$ cat src/design/svlp_pkg.sv
// Shared types, constants and helpers of the state-variable lowpass bank.
`timescale 1ns / 1ps

package svlp_pkg;

   // Widths of the stored state, the multiplier and the accumulator.
   localparam int STATE_W = 48;
   localparam int HALF_W  = 24;
   localparam int OP_W    = 25;
   localparam int PROD_W  = 2 * OP_W;
   localparam int ACC_W   = 52;
   localparam int COEF_W  = 24;

   // Stream and register port widths.
   localparam int SAMPLE_W   = 16;
   localparam int CHAN_W     = 10;
   localparam int OUT_W      = 24;
   localparam int REQ_DATA_W = 48;
   localparam int RSP_DATA_W = 64;
   localparam int CSR_ADDR_W = 4;
   localparam int CSR_DATA_W = 32;

   // Register indexes, taken from csr_paddr[3:2].
   localparam logic [1:0] REG_COEF_F = 2'd0;
   localparam logic [1:0] REG_COEF_Q = 2'd1;
   localparam logic [1:0] REG_GAIN   = 2'd2;

   localparam logic [COEF_W-1:0] COEF_F_RESET = 24'd4194;
   localparam logic [COEF_W-1:0] COEF_Q_RESET = 24'd2097152;
   localparam logic [COEF_W-1:0] GAIN_RESET   = 24'd65536;

   // How the registered product is scaled before it meets the accumulator.
   typedef enum logic [1:0] {
      SH_NONE,
      SH_L8,
      SH_L2,
      SH_R22
   } shift_type;

   typedef struct packed {
      logic      en;
      logic      load;
      logic      negate;
      shift_type shift;
   } mac_ctl_type;

   // Clamp an accumulator value to the signed state range.
   function automatic logic signed [STATE_W-1:0] sat_state(logic signed [ACC_W-1:0] v);
      logic same;
      same = (v[ACC_W-1:STATE_W-1] == {(ACC_W-STATE_W+1){v[ACC_W-1]}});
      if (same) begin
         return v[STATE_W-1:0];
      end else if (v[ACC_W-1]) begin
         return {1'b1, {(STATE_W-1){1'b0}}};
      end else begin
         return {1'b0, {(STATE_W-1){1'b1}}};
      end
   endfunction

endpackage

$ cat src/design/svlp_mac.sv
// Shared 25x25 multiplier with a scaling, saturating accumulator.
`timescale 1ns / 1ps

module svlp_mac (
   input  logic                                  clock,
   input  logic signed [svlp_pkg::OP_W-1:0]      op_a,
   input  logic signed [svlp_pkg::OP_W-1:0]      op_b,
   input  logic signed [svlp_pkg::STATE_W-1:0]   init_value,
   input  svlp_pkg::mac_ctl_type                 ctl,
   output logic signed [svlp_pkg::STATE_W-1:0]   acc_sat
);

   logic signed [svlp_pkg::PROD_W-1:0] prod_ff;
   logic signed [svlp_pkg::ACC_W-1:0]  acc_ff;
   logic signed [svlp_pkg::ACC_W-1:0]  acc_in;
   logic signed [svlp_pkg::ACC_W-1:0]  prod_ext;
   logic signed [svlp_pkg::ACC_W-1:0]  term;
   logic signed [svlp_pkg::ACC_W-1:0]  base;

   assign prod_ext = svlp_pkg::ACC_W'(prod_ff);

   always_comb begin
      unique case (ctl.shift)
         svlp_pkg::SH_NONE: term = '0;
         svlp_pkg::SH_L8:   term = prod_ext <<< 8;
         svlp_pkg::SH_L2:   term = prod_ext <<< 2;
         svlp_pkg::SH_R22:  term = prod_ext >>> 22;
         default:           term = '0;
      endcase
      base   = ctl.load ? svlp_pkg::ACC_W'(init_value) : acc_ff;
      acc_in = ctl.negate ? (base - term) : (base + term);
   end

   always_ff @(posedge clock) begin
      prod_ff <= op_a * op_b;
      if (ctl.en) begin
         acc_ff <= acc_in;
      end
   end

   assign acc_sat = svlp_pkg::sat_state(acc_ff);

endmodule

$ cat config.mk
export PLATFORM = sky130hd
export DESIGN_NAME = svlp_mac
export DESIGN_NICKNAME = d
export VERILOG_FILES = /design/src/design/svlp_pkg.sv /design/src/design/svlp_mac.sv
export SDC_FILE = /design/constraint.sdc
export NUM_CORES = 2
export LEC_CHECK = 0
export ABC_AREA = 1
export ABC_CLOCK_PERIOD_IN_PS = 7200
export BUFFER_PORTS_ARGS = -buffer_cell sky130_fd_sc_hd__clkbuf_2
export CAP_MARGIN = 10
export CORE_MARGIN = 8
export CORE_UTILIZATION = 45
export DETAILED_ROUTE_END_ITERATION = 7
export GPL_TIMING_DRIVEN = 0
export SETUP_SLACK_MARGIN = 0.15
export SLEW_MARGIN = 20
export SYNTH_ARGS = -nofsm -noshare
export SYNTH_HDL_FRONTEND = slang
export SYNTH_SLANG_ARGS = --single-unit
$ cat constraint.sdc
create_clock -name clock -period 7.2 [get_ports clock]
set_input_delay 0 -clock clock [delete_from_list [all_inputs] [get_ports clock]]
set_output_delay 0 -clock clock [all_outputs]
set_load 0.005 [all_outputs]
==> impl_metrics.tcl <==
set metrics [dict create \
    status "finished clean" \
    cpPeakStageDelay_ns 0.73 \
    initial_core_util_pct 45.3 \
    grt_start_max_net_pins 53 \
    boundaryPins 152 \
    wl_per_cell_um 21.5 \
    cp-start-kind "input port" \
    cts_tree "yes" \
    cpMostUsedCell "inv_1" \
    synth_seq_area_share_pct 7.63 \
    dr.pass1.iters 8 \
    area_growth_pct 6.32 \
    cts.path.max_buffers 2 \
    dieArea_sq_mm 0.0837 \
    dr_total_vias 29800 \
    fin_tns_setup_ns 0 \
    nFillCells 7740 \
    port_buffers 99 \
    worst_hold_path_type "in -> reg" \
    max_freq_ghz 0.144 \
    die_w_um 289 \
    fp.dieH_um 289 \
    synth_common_cells "1,196 x inv_1, 1,147 x nand2_1, 659 x fa_1" \
    cts_buffers 9 \
    post-dp-hpwl_um 105000 \
    num_rows 100 \
    maxSlewHeadroom_pct 35.7 \
    grt_overflow 0 \
    final_layout_size_suffix_gt1_share_pct 4.67 \
    antenna_found_initial 3 \
    routed_via_density 5.27 \
    cp_max_fo 10 \
    crit_path_end_kind "flop" \
    synth_area_leader_cell "fa_1" \
    syn_inst 4573 \
    finalHoldViolCount 0 \
    synth_seq_cells 102 \
    grt_pass1_vias 30100 \
    syn_nets 5529 \
    fin_crit_sh_pct 96.5 \
    cp_num_buf_inv 11 \
    rsz0062_at_grt "true" \
    worstSetupPathType "in -> reg" \
    drc_errors 0 \
    syn_area_sq_mm 0.0336 \
    multi_input_area_sq_mm 0.0258 \
    root_buffer "clkbuf_16" \
    yosys_warnings 0 \
    synth.most_common_cell "inv_1" \
    drtIter0Drc 2958 \
    grt_pass1_wl_um 184000 \
    synth_cell_types 46 \
    detail-route-antenna-nets 0 \
    setup_viol 0 \
    crit_slowest_cell "clkdlybuf4s15_1" \
    synth_area_leaders "fa_1 39%, inv_1 13%, nand2_1 13%" \
    layout_min_cycle_time_ns 6.95 \
    crit_family "adder cells" \
    clock_skew_ns 0.0187 \
    h-tree-depth 3 \
    grt.total_usage_pct 29.5 \
    tightest_slew_ns 0.964 \
    syn-mean-instance-area_sq_um 7.35 \
    drt-total-wl_um 122000 \
    core_sq_mm 0.0742 \
    placed_cell_area_sq_mm 0.0353 \
    synth_ff_type "edfxtp_1" \
    arrival_ns 7.24 \
    whs_ns 0.118 \
    drv_slew 0 \
    insertion_delay_ns 0.39 \
    cap_violations 0 \
    worstPathRequired_ns 7.50 \
    clk_pin_slew_worst_paths_ns 0.08 \
    seq_area_sq_mm 0.00256 \
    synth-edff-count 52 \
    final_nets 5641 \
    yosysTopAreaCellShare_pct 39.3 \
    cts_sinks 102 \
    ys_async_sr_fraction_pct 0 \
    place.gp.congestion 0.989 \
    final_area_sq_mm 0.0357 \
]
cells in the final DEF, fill, tap and decap left out, types with 6 or more instances in the layout:
cell / n
o21ai_0: 184
nand2_1: 1147
nor3_1: 25
inv_2: 10
nand3b_1: 9
nor4_1: 9
fa_1: 657
a21o_1: 16
o21bai_1: 20
nor2_2: 7
inv_1: 1196
a31oi_1: 27
dfxtp_1: 50
clkbuf_16: 10
and3_1: 6
or2_2: 12
a21boi_0: 6
ha_1: 193
buf_2: 6
nor2_1: 290
nand3_1: 140
xor2_1: 103
a21oi_1: 124
o21ai_1: 9
clkbuf_2: 148
clkbuf_1: 127
nand4_1: 16
xnor2_1: 37
o211ai_1: 12
edfxtp_1: 52
path summary, 6_finish.rpt:
kind	startpoint	end	slack, ns	depth (start not counted)
max	op_b[7]	prod_ff[41]	0.25	27
min	op_b[0]	prod_ff[0]	0.12	3
max reg2reg	prod_ff[24]	acc_ff[41]	2.52	15
min reg2reg	prod_ff[22]	acc_ff[0]	0.94	4
state kept, by name, summed over array words and instances (netlist names):
register / flops
acc_ff: 52
prod_ff: 50
logic make-up after synthesis:
logic type / after synthesis / share of synthesized area, %
compound gates: 410 / 6.73
flops: 102 / 7.63
simple gates: 1671 / 19.9
fa+ha+maj: 852 / 46.5
buf+inv: 1398 / 15.7
xor+xnor: 140 / 3.65
timing repair:
item | CTS | global route
hold buffers | 0 | 0
resized for setup | 24 | 86
buffers inserted | 0 | 2
pin swaps | 0 | 1
endpoints found under the setup margin | 19 | 28
cell type report:
type / instances / share of cell area [%]
Multi-Input combinational cell: 3073 / 72.2
Inverter: 1206 / 12.7
Sequential cell: 102 / 7.17
Tap cell: 969 / 3.39
Buffer: 192 / 2.29
Timing Repair Buffer: 101 / 1.44
Clock buffer: 10 / 0.701
Clock inverter: 6 / 0.154
Antenna cell: 1 / 0.00701
through the flow:
| stage | setup WS (ns) | cells | utilization [%] |
|---|---|---|---|
| 2_1_floorplan | 0.829 | 4573 | - |
| 3_3_place_gp | -1.08 | 5641 | 47.6 |
| 3_5_place_dp | -1.06 | 5641 | 47.6 |
| 4_1_cts | 0.154 | 5657 | 48.0 |
| 5_1_grt | 0.0379 | 5659 | 48.1 |
| 6_report | 0.255 | 5660 | 48.1 |
layer usage:
| metal | share of wire [%] | track usage [%] |
|---|---|---|
| met1 | 42 | 41.1 |
| met2 | 43 | 45.2 |
| met3 | 11 | 7.59 |
| met4 | 3.1 | 7.82 |
| met5 | 0.042 | 0.476 |
tightest hold or removal path, delay by kind of cell:
kind          cells  cell delay (ns)
buf+inv           2             0.31
simple gates      1             0.14
Power is left out: the tool's default activity adds up to more than one toggle a clock period on the data nets, which glitch-free logic cannot reach.
