**config.mk**
```make
export PLATFORM = sky130hd
export DESIGN_NAME = svlp_ram
export DESIGN_NICKNAME = d
export VERILOG_FILES = /design/src/design/svlp_ram.sv
export SDC_FILE = /design/constraint.sdc
export NUM_CORES = 1
export LEC_CHECK = 0
export CAP_MARGIN = 5
export CORE_AREA = 5 5 108 110
export DETAILED_ROUTE_END_ITERATION = 7
export DIE_AREA = 0 0 113 115
export DONT_BUFFER_PORTS = 1
export HOLD_SLACK_MARGIN = 0.15
export PLACE_DENSITY = 0.61
export SLEW_MARGIN = 20
export SYNTH_ARGS = -nofsm -noshare
export SYNTH_HDL_FRONTEND = slang
export SYNTH_SLANG_ARGS = --single-unit
```
**constraint.sdc**
```tcl
create_clock -name clock -period 4 [get_ports clock]
set_clock_uncertainty 0.05 [all_clocks]
set_input_delay 0.2 -clock clock [delete_from_list [all_inputs] [get_ports clock]]
set_output_delay 0.2 -clock clock [all_outputs]
set_load 0.005 [all_outputs]
```
**src/design/svlp_ram.sv**
```systemverilog
// Generic single-write, single-read RAM with registered read data.
`timescale 1ns / 1ps

module svlp_ram #(
   parameter int  WIDTH  = 8,
   parameter int  DEPTH  = 16,
   localparam int ADDR_W = (DEPTH > 1) ? $clog2(DEPTH) : 1
) (
   input  logic              clock,
   input  logic              wr_en,
   input  logic [ADDR_W-1:0] wr_addr,
   input  logic [WIDTH-1:0]  wr_data,
   input  logic [ADDR_W-1:0] rd_addr,
   output logic [WIDTH-1:0]  rd_data
);

   logic [WIDTH-1:0] mem [DEPTH];

   always_ff @(posedge clock) begin
      if (wr_en) begin
         mem[wr_addr] <= wr_data;
      end
      rd_data <= mem[rd_addr];
   end

endmodule

```
==> results of run 1 <==
layout make-up:
type,count,area (um2),share of cell area [%]
flip-flops and latches,136,4004,65.71
multi-input cells,83,1057,17.35
clock buffers,23,446.7,7.331
repair buffers,27,282.8,4.641
well taps,140,175.2,2.875
clock inverters,9,125.1,2.053
diodes,1,2.502,0.04107
worst reg2reg max path, cell delays in order, from the launching register on:
cell and delay (ns):
edfxtp_1 0.37, mux4_1 0.48, dlygate4sd3_1 0.57, a22oi_1 0.13, dlygate4sd3_1 0.57, nand2_1 0.05
dlygate4sd3_1 0.55
metal layers:
layer / wire length, um / GRT usage [%] / part of all wire, %
met5: 0 / 0 / 0
met4: 156 / 7.452 / 1.5
met3: 496 / 4.368 / 4.9
met2: 4801 / 25.71 / 47
met1: 4741 / 23.77 / 46
power by group:
group,total (W),internal [W],switching (W)
combinational,0.000143,0.0000653,0.0000777
sequential,0.00160,0.00159,0.00000962
clock,0.00149,0.000961,0.000533
logic make-up (layout without fill, tap and decap cells):
| group | count (synthesis) | after routing | share of synthesized area, % |
|---|---|---|---|
| simple gates | 35 | 35 | 3.184 |
| buf+inv | 10 | 59 | 1.677 |
| mux | 32 | 32 | 15.02 |
| other cells | 0 | 1 | 0 |
| flops | 136 | 136 | 77.78 |
| compound gates | 16 | 16 | 2.334 |
metrics by stage:
step                      total power [W]  worst slack, ns  instance area (um2)  util (%)  instances
after floorplan                  0.001711            2.257                 5147         -        229
after global placement           0.001718            2.047                 5259     49.60        362
after detailed placement         0.001721            2.017                 5259     49.60        362
after CTS                        0.003269            1.143                 6091     57.45        418
after global routing             0.003347            1.030                 6093     57.47        419
final                            0.003241            1.114                 6093     57.47        419
cells in the mapped netlist:
master           number  area share [%]
buf_4                 1            0.15
nand3b_1              2            0.29
mux4_2               18             7.9
nand2b_1              2            0.24
edfxtp_1            128              75
nor2_1               13            0.95
a22oi_1              16             2.3
mux4_1               14             7.1
or3b_2                1            0.17
clkdlybuf4s25_2       3            0.58
nor3_1                4            0.39
buf_6                 3            0.66
dfxtp_1               8             3.1
nand2_1               9            0.66
and2b_1               1            0.15
nor2b_1               1            0.12
buf_2                 3            0.29
nand3_1               1           0.097
and2_1                1            0.12
registers in the layout, indices dropped and copies added (netlist names):
register  cells
mem         128
rd_data       8
placed cells by master (no fill, tap or decap):
cell and instances:
nor2_1 13, clkinvlp_4 2, or3b_2 1, nor3_1 4, mux4_1 14, a22oi_1 16, bufinv_16 3, nor2b_1 1
diode_2 1, buf_12 2, clkbuf_16 16, nand3b_1 2, and2_1 1, clkbuf_8 2, clkinv_2 4, and2b_1 1
dlygate4sd3_1 22, dfxtp_1 8, nand3_1 1, nand2b_1 2, buf_4 3, mux4_2 18, edfxtp_1 128, nand2_1 9
clkbuf_1 5
what timing repair did:
item	CTS	global route
hold endpoints to repair	176	0
setup endpoints to repair	0	0
hold buffers	24	0
path summary, 6_finish.rpt:
path,depth (start not counted),start,slack (ns),to
min reg2reg,3,mem[6][7]$_DFFE_PP_,0.64,rd_data[7]$_DFF_P_
max,6,mem[6][3]$_DFFE_PP_,1.11,rd_data[3]$_DFF_P_
max reg2reg,6,mem[6][3]$_DFFE_PP_,1.11,rd_data[3]$_DFF_P_
min,2,wr_addr[1],0.16,mem[3][5]$_DFFE_PP_
==> reports/metrics.cfg, run 1 <==
[clock_network]
htree_levels = 4
cts_tree = done
post_cts_buffers = 0
clk_latency_ns = 0.52
clockBufferDepth = 2
cts_buffers = 17
cts_num_sinks = 136
clkTransAtPathRegs_ns = 0.06
ctsResizeCount = 0
cts-root-buf = clkbuf_8

[place]
place.gp.congestion = 0.7166
hpwl_um = 5849
port-buffer-count = 0

[finish]
layout-drive-gt1-share_pct = 18.35
finalNetCount = 283
syn_to_final_growth_pct = 18.38
fillers = 783

[sta]
maxSlewHeadroom_pct = 35.61
finalHoldViolations = 0
finalSetupViolCount = 0
holdWs_ns = 0.1624
fmax_ghz = 0.3465
fin_crit_sh_pct = 72.15
grt_setup_unrepaired = false
min_period_ns = 2.886
tightest_slew_ns = 0.9623
drv_slew = 0
final.setup.tns_ns = 0

[yosys]
synth_area_per_cell_um2 = 22.48
postSynthCellCount = 229
synth_seq_area_share_pct = 77.78
synth_cell_types = 19
syn_nets = 247
yosysWarnings = 0
ys_ff_latch = 136
syn_area_um2 = 5147

[critical_path]
path_buf_inv = 3
critPathArrivalTime_ns = 3.24
endpoint_kind = flop
start_kind = flop
worstPathRequired_ns = 4.35
crit_family = buffers and inverters
crit_top_cell = dlygate4sd3_1
crit_type = flop to flop
slowest_stage = dlygate4sd3_1
path_cells = mux4_1, dlygate4sd3_1, a22oi_1, dlygate4sd3_1, nand2_1, dlygate4sd3_1
max_stage_delay_ns = 0.57
critPathMaxFanout = 1

[floorplanning]
coreArea_um2 = 10600
num_rows = 38
die_h_um = 115
dieArea_um2 = 13000
fp.dieW_um = 113
num_io_pins = 26
initial_core_util_pct = 48.55

[grt]
grt_pass1_vias = 2417
grt_overflow = 0
grt_max_degree = 33
antenna_found_initial = 1
grt_pass1_wl_um = 15300
grt_use_total_pct = 17.03

[drt]
drt-total-wl_um = 10200
drc = 0
wire_per_inst_um = 24.33
dr.pass1.iters = 6
drt_iter0_drc = 174
viasPerCell = 5.625
antenna_left = 0
vias = 2357

[job]
max_cap_viol_count = 0

[outcome]
status = finished, final reports clean

[pwr]
p_per_area_nw_per_um2 = 531.8
vdd.ir_drop.worst_mv = 0.3132
total_leakage_power_nw = 1.998

[worst_hold_path]
hold_class = primary input to flop

Note: power is estimated with default switching activity, not from simulation.
==> run 2, diff against run 1 <==
clock period = 2.75 ns   (was 4 ns; I/O delays follow)
==> reports/metrics.cfg, run 2 (synthesized netlist as in run 1, its figures left out) <==
[sta]
min_period_ns = 2.373  ; -0.5129 ns
setup_slack_ns = 0.3767  ; -0.7371 ns
grt_setup_unrepaired = false
finalHoldViolations = 0  ; unchanged
fmax_ghz = 0.4214  ; +22%
fin_crit_sh_pct = 86.30  ; +14 points
drv_slew = 0  ; unchanged
final.setup.tns_ns = 0  ; unchanged
finalSetupViolCount = 0  ; unchanged
maxSlewHeadroom_pct = 39.67  ; +4.1 points
tightest_slew_ns = 0.9017  ; -0.06065 ns

[pwr]
clock_power_share_pct = 47.4  ; +1.3 points
p_seq_share_pct = 48.1  ; -1.4 points
p_sw_w = 0.001027  ; +66%
p_int_w = 0.003817  ; +46%
switching_share_pct = 21.20  ; +2.1 points
p_comb_share_pct = 4.5  ; about the same
p_per_area_nw_per_um2 = 783.3  ; +47%
total_leakage_power_nw = 2.035  ; +1.9%
vdd.ir_drop.worst_mv = 0.3454  ; +10%

[place]
pre_cts_ws_ns = 1.059  ; -0.9582 ns
place.gp.congestion = 0.6731  ; -6.1%
hpwl_um = 5852  ; about the same
dp_cells = 364  ; +0.55%
port-buffer-count = 0  ; unchanged

[clock_network]
clkTransAtPathRegs_ns = 0.06  ; about the same
post_cts_buffers = 0  ; unchanged
cts_buffers = 17  ; unchanged
cts_num_sinks = 136  ; unchanged
clk_latency_ns = 0.51  ; about the same
cts-root-buf = clkbuf_8
htree_levels = 4  ; unchanged
clockBufferDepth = 2  ; unchanged
cts_tree = done

[worst_hold_path]
min_from = wr_en
hold_end = mem[1][0]$_DFFE_PP_
min_path_cells = 2  ; unchanged
hold_class = primary input to flop

[grt]
grt_pass1_wl_um = 16130  ; +5.4%
antenna_found_initial = 0  ; -1
grt_pass1_vias = 2553  ; +5.6%
grt_use_total_pct = 17.71  ; +0.67 points
grt_overflow = 0  ; unchanged
grt_max_degree = 33  ; unchanged

[floorplanning]
num_rows = 38  ; unchanged
num_io_pins = 26  ; unchanged
die_h_um = 115  ; unchanged
fp.dieW_um = 113  ; unchanged
dieArea_um2 = 13000  ; unchanged
initial_core_util_pct = 48.55  ; unchanged
coreArea_um2 = 10600  ; unchanged

[critical_path]
critPathArrivalTime_ns = 2.71  ; -0.53 ns
reg2reg_to = rd_data[3]$_DFF_P_
r2r_cells = 5  ; -1
worstPathRequired_ns = 3.09  ; -1.26 ns
critPathMaxFanout = 1  ; unchanged
rr_startpoint = mem[5][3]$_DFFE_PP_
startpoint = mem[5][3]$_DFFE_PP_
reg2reg_setup_slack_ns = 0.38  ; -0.74 ns
endpoint_kind = flop
start_kind = flop
crit_type = flop to flop

[finish]
instances_no_fill = 424  ; +1.2%
fillers = 802  ; +2.4%
mostFrequentLayoutCells = 128 x edfxtp_1, 26 x dlygate4sd3_1, 18 x mux4_2
largest_reg_flops = 128  ; unchanged
layout-drive-gt1-share_pct = 20.42  ; +2.1 points
syn_to_final_growth_pct = 20.15
multi_input_area_um2 = 1057  ; unchanged
mostFrequentLayoutCell = edfxtp_1
regArea_um2 = 4004  ; unchanged
reg_top3 = mem: 128 flops, rd_data: 8 flops
n_antenna_cell = 0  ; -1
fin_util_pct = 58.33  ; +0.86 points
largest-register = mem
finalNetCount = 289  ; +2.1%

[drt]
dr.pass1.iters = 4  ; -2
drt-total-wl_um = 10460  ; +2.6%
drc = 0  ; unchanged
viasPerCell = 5.724  ; +1.8%
drt_iter0_drc = 204  ; +17%
wire_per_inst_um = 24.67  ; +1.4%
vias = 2427  ; +3.0%
antenna_left = 0  ; unchanged

[job]
max_cap_viol_count = 0  ; unchanged

[outcome]
status = finished, final reports clean

-- run 2: cell types whose count changed in the layout (fill, tap and decap cells not counted), moves of 2 or more --
cell / delta
buf_4: +2
clkbuf_1: -5
clkinv_2: -3
clkinv_4: +3
dlygate4sd3_1: +4
inv_6: +6
-- run 2: per-layer routing --
metal	global-route usage, %	wire length [um]
met1	25.39	4804
met2	27.41	5037
met3	3.789	453
met4	6.010	162
met5	0	0
-- run 2: how the worst max path moves through the flow --
stage,to,depth (start not counted)
2_1_floorplan,mem[0][0]$_DFFE_PP_,2
3_3_place_gp,mem[2][7]$_DFFE_PP_,2
3_5_place_dp,mem[2][2]$_DFFE_PP_,2
4_1_cts,rd_data[3]$_DFF_P_,5
5_1_grt,rd_data[3]$_DFF_P_,5
6_report,rd_data[3]$_DFF_P_,5
-- run 2: timing repair --
action / in CTS / in global routing
gates resized for setup: 0 / 0
hold buffers: 28 / 0
hold endpoints to repair: 248 / 0
-- run 2: layout make-up --
| cell class | instances | area share [%] |
|---|---|---|
| Clock buffer | 17 | 6.696 |
| Clock inverter | 15 | 3.055 |
| Timing Repair Buffer | 33 | 5.584 |
| Tap cell | 140 | 2.832 |
| Multi-Input combinational cell | 83 | 17.09 |
| Sequential cell | 136 | 64.74 |
-- run 2: power groups by stage --
stage          registers (W)  logic [W]  clock network (W)
4_1_cts              0.00233   0.000220            0.00232
2_1_floorplan        0.00237   0.000118                  0
6_report             0.00233   0.000218            0.00229
3_5_place_dp         0.00238   0.000128                  0
3_3_place_gp         0.00237   0.000126                  0
5_1_grt              0.00234   0.000235            0.00243
-- run 2: stage by stage --
| stage | instance area (um2) | total power, W | hold WS, ns |
|---|---|---|---|
| floorplan | 5147 | 0.002489 | 0.1864 |
| global placement | 5274 | 0.002501 | 0.1872 |
| detailed placement | 5274 | 0.002505 | 0.1873 |
| CTS | 6185 | 0.004877 | 0.1509 |
| global route | 6185 | 0.004999 | 0.1615 |
| finish | 6185 | 0.004844 | 0.1553 |
-- run 2: worst max-delay path, cell delays in order, from the launching register on --
cell and delay [ns]:
edfxtp_1 0.35, mux4_1 0.49, dlygate4sd3_1 0.58, a22oi_1 0.15, dlygate4sd3_1 0.58, nand2_1 0.05
==> run 3, diff against run 2 <==
ABC_AREA = 1   (was unset)
CORE_AREA = 5 5 114 116   (was 5 5 108 110)
DIE_AREA = 0 0 119 121   (was 0 0 113 115)
==> reports/metrics.cfg, run 3 <==
[pwr]
p_comb_share_pct = 5.8  ; +1.3 points
p_seq_share_pct = 50.6  ; +2.5 points
vdd.ir_drop.worst_mv = 0.7998  ; +130%
clock_power_share_pct = 43.6  ; -3.8 points
finalPower_w = 0.004612  ; -4.8%
p_per_area_nw_per_um2 = 701.3  ; -10%
switching_share_pct = 21.52  ; +0.31 points
p_sw_w = 0.0009923  ; -3.4%
p_int_w = 0.003619  ; -5.2%
total_leakage_power_nw = 2.783  ; +37%

[job]
max_cap_viol_count = 0  ; unchanged

[floorplanning]
initial_core_util_pct = 48.82  ; +0.28 points
coreArea_um2 = 11810  ; +11%
die_h_um = 121  ; +5.2%
num_io_pins = 26  ; unchanged
fp.dieW_um = 119  ; +5.3%
num_rows = 40  ; +5.3%
dieArea_um2 = 14400  ; +11%

[finish]
n_antenna_cell = 0  ; unchanged
design_area_um2 = 6576  ; +6.3%
reg_top3 = mem: 128 flops, rd_data: 8 flops
layout-drive-gt1-share_pct = 5.146  ; -15 points
largest_reg_flops = 128  ; unchanged
fillers = 986  ; +23%
largest-register = mem
instances_no_fill = 730  ; +72%
fin_util_pct = 55.68  ; -2.7 points
mostFrequentLayoutCell = nand2_1
finalNetCount = 588  ; +100%
syn_to_final_growth_pct = 14.04
mostFrequentLayoutCells = 173 x nand2_1, 128 x edfxtp_1, 100 x inv_1

[critical_path]
max_stage_delay_ns = 0.60  ; +0.02 ns
slowest_stage = dlygate4sd3_1
endpoint_kind = flop
crit_family = buffers and inverters
path_cells = dlygate4sd3_1, buf_12, nand3_1, dlygate4sd3_1, nand3_1, dlygate4sd3_1, nand3_1, dlygate4sd3_1, nand2_1
crit_type = primary input to flop
critPathMaxFanout = 26  ; +25
path_buf_inv = 5  ; +3
crit_top_cell = dlygate4sd3_1
critPathArrivalTime_ns = 2.96  ; +0.25 ns
start_kind = primary input
worstPathRequired_ns = 3.00  ; -0.09 ns

[yosys]
async_flop_share_pct = 0  ; unchanged
synth_most_common_cell = nand2_1
syn_area_um2 = 5767  ; +12%
syn_nets = 569  ; +130%
ys_ff_latch = 136  ; unchanged
synth_seq_area_share_pct = 69.43  ; -8.4 points
synth_top_area_cell = edfxtp_1
ys.flop_type = edfxtp_1
postSynthCellCount = 551  ; +140%
synth_cell_types = 12  ; -7
synth_top_area_share_pct = 66.65  ; -8.0 points
synth_common_cells = 173 x nand2_1, 128 x edfxtp_1, 100 x inv_1
synth.area.top_cells = edfxtp_1 67%, nand2_1 11%, nand3_1 8.4%, inv_1 6.5%, dfxtp_1 2.8%
synth_area_per_cell_um2 = 10.47  ; -53%
yosysWarnings = 0  ; unchanged
synth_edf_count = 128  ; unchanged

[drt]
drt_iter0_drc = 355  ; +74%
wire_per_inst_um = 17.93  ; -27%
dr.pass1.iters = 5  ; +1
drt-total-wl_um = 13090  ; +25%
drc = 0  ; unchanged
viasPerCell = 5.079  ; -11%
vias = 3708  ; +53%
antenna_left = 0  ; unchanged

[place]
hpwl_um = 7216  ; +23%
port-buffer-count = 0  ; unchanged
dpl-instance-area_um2 = 5804  ; +10%
place.gp.congestion = 0.7738  ; +15%
dp_cells = 675  ; +85%

[sta]
grt_setup_unrepaired = false
finalHoldViolations = 0  ; unchanged
fmax_ghz = 0.3698  ; -12%
tightest_slew_ns = 0.8923  ; -0.009375 ns
finalSetupViolCount = 0  ; unchanged
min_period_ns = 2.704  ; +0.3308 ns
drv_slew = 0  ; unchanged
fin_crit_sh_pct = 98.33  ; +12 points
maxSlewHeadroom_pct = 40.29  ; +0.63 points
final.setup.tns_ns = 0  ; unchanged

[clock_network]
clockBufferDepth = 2  ; unchanged
cts_buffers = 17  ; unchanged
clkTransAtPathRegs_ns = 0.06  ; about the same
cts_tree = done
htree_levels = 4  ; unchanged
clk_latency_ns = 0.42  ; -0.09 ns
cts_num_sinks = 136  ; unchanged
cts-root-buf = clkbuf_16
post_cts_buffers = 0  ; unchanged

[grt]
grt_pass1_vias = 3565  ; +40%
grt_max_degree = 40  ; +21%
grt_use_total_pct = 19.40  ; +1.7 points
grt_overflow = 0  ; unchanged
grt_pass1_wl_um = 20380  ; +26%
antenna_found_initial = 1  ; +1

[outcome]
status = finished, final reports clean

[worst_hold_path]
hold_class = primary input to flop

==> run 3: worst min-delay path, cell delays in order <==
cell and delay [ns]:
nand2_1 0.04, nand3_1 0.07, nand3_1 0.11, nand3_1 0.14, nand2_1 0.06
==> run 3: cell type report <==
class / count / area (um2) / share of cell area (%)
clock buffers: 19 / 432.9 / 6.583
clock inverters: 13 / 87.58 / 1.332
inverters: 102 / 384.1 / 5.841
multi-input cells: 289 / 1214 / 18.46
flip-flops and latches: 136 / 4004 / 60.88
well taps: 147 / 183.9 / 2.797
repair buffers: 24 / 270.3 / 4.110
==> run 3: logic make-up after synthesis <==
kind of cell	after synthesis	share of synthesized area, %
flip-flops	136	69.43
AND/OR/NAND/NOR	289	21.05
buffers and inverters	126	9.525
==> run 3: per-layer routing <==
metal	share of wire, %	vias to the layer above	global-route usage (%)
li1	-	1811	-
met1	44	1703	25.88
met2	46	163	29.57
met3	8.1	29	5.315
met4	2.5	2	9.124
met5	0.099	-	0
==> run 3: worst paths after layout <==
| kind | from | end | slack, ns | depth (start not counted) |
|---|---|---|---|---|
| worst min-delay path | rd_addr[0] | rd_data[3]$_DFF_P_ | 0.16 | 5 |
| worst max-delay path | rd_addr[1] | rd_data[7]$_DFF_P_ | 0.05 | 9 |
| worst min register to register | mem[2][1]$_DFFE_PP_ | rd_data[1]$_DFF_P_ | 0.62 | 6 |
| worst max register to register | mem[15][7]$_DFFE_PP_ | rd_data[7]$_DFF_P_ | 0.11 | 9 |
==> run 3: timing repair <==
| item | 4_1_cts | 5_1_grt |
|---|---|---|
| hold buffers | 23 | 0 |
| setup endpoints to repair | 0 | 1 |
| endpoints found under the hold margin | 136 | 0 |
| resized for setup | 0 | 1 |
==> run 3: power by group through the flow <==
| stage | clock network, W | logic (W) | registers [W] |
|---|---|---|---|
| after CTS | 0.00204 | 0.000267 | 0.00233 |
| after floorplan | 0 | 0.000163 | 0.00237 |
| after global placement | 0 | 0.000173 | 0.00238 |
| after detailed placement | 0 | 0.000176 | 0.00238 |
| after global routing | 0.00213 | 0.000297 | 0.00234 |
| final | 0.00201 | 0.000267 | 0.00233 |
==> run 3: through the flow <==
step | hold WS (ns) | setup WS (ns)
after global placement | 0.1875 | 1.230
after CTS | 0.1503 | 0.1286
after global routing | 0.1784 | 0.007483
after detailed placement | 0.1875 | 1.228
final | 0.1618 | 0.04593
after floorplan | 0.1864 | 1.612
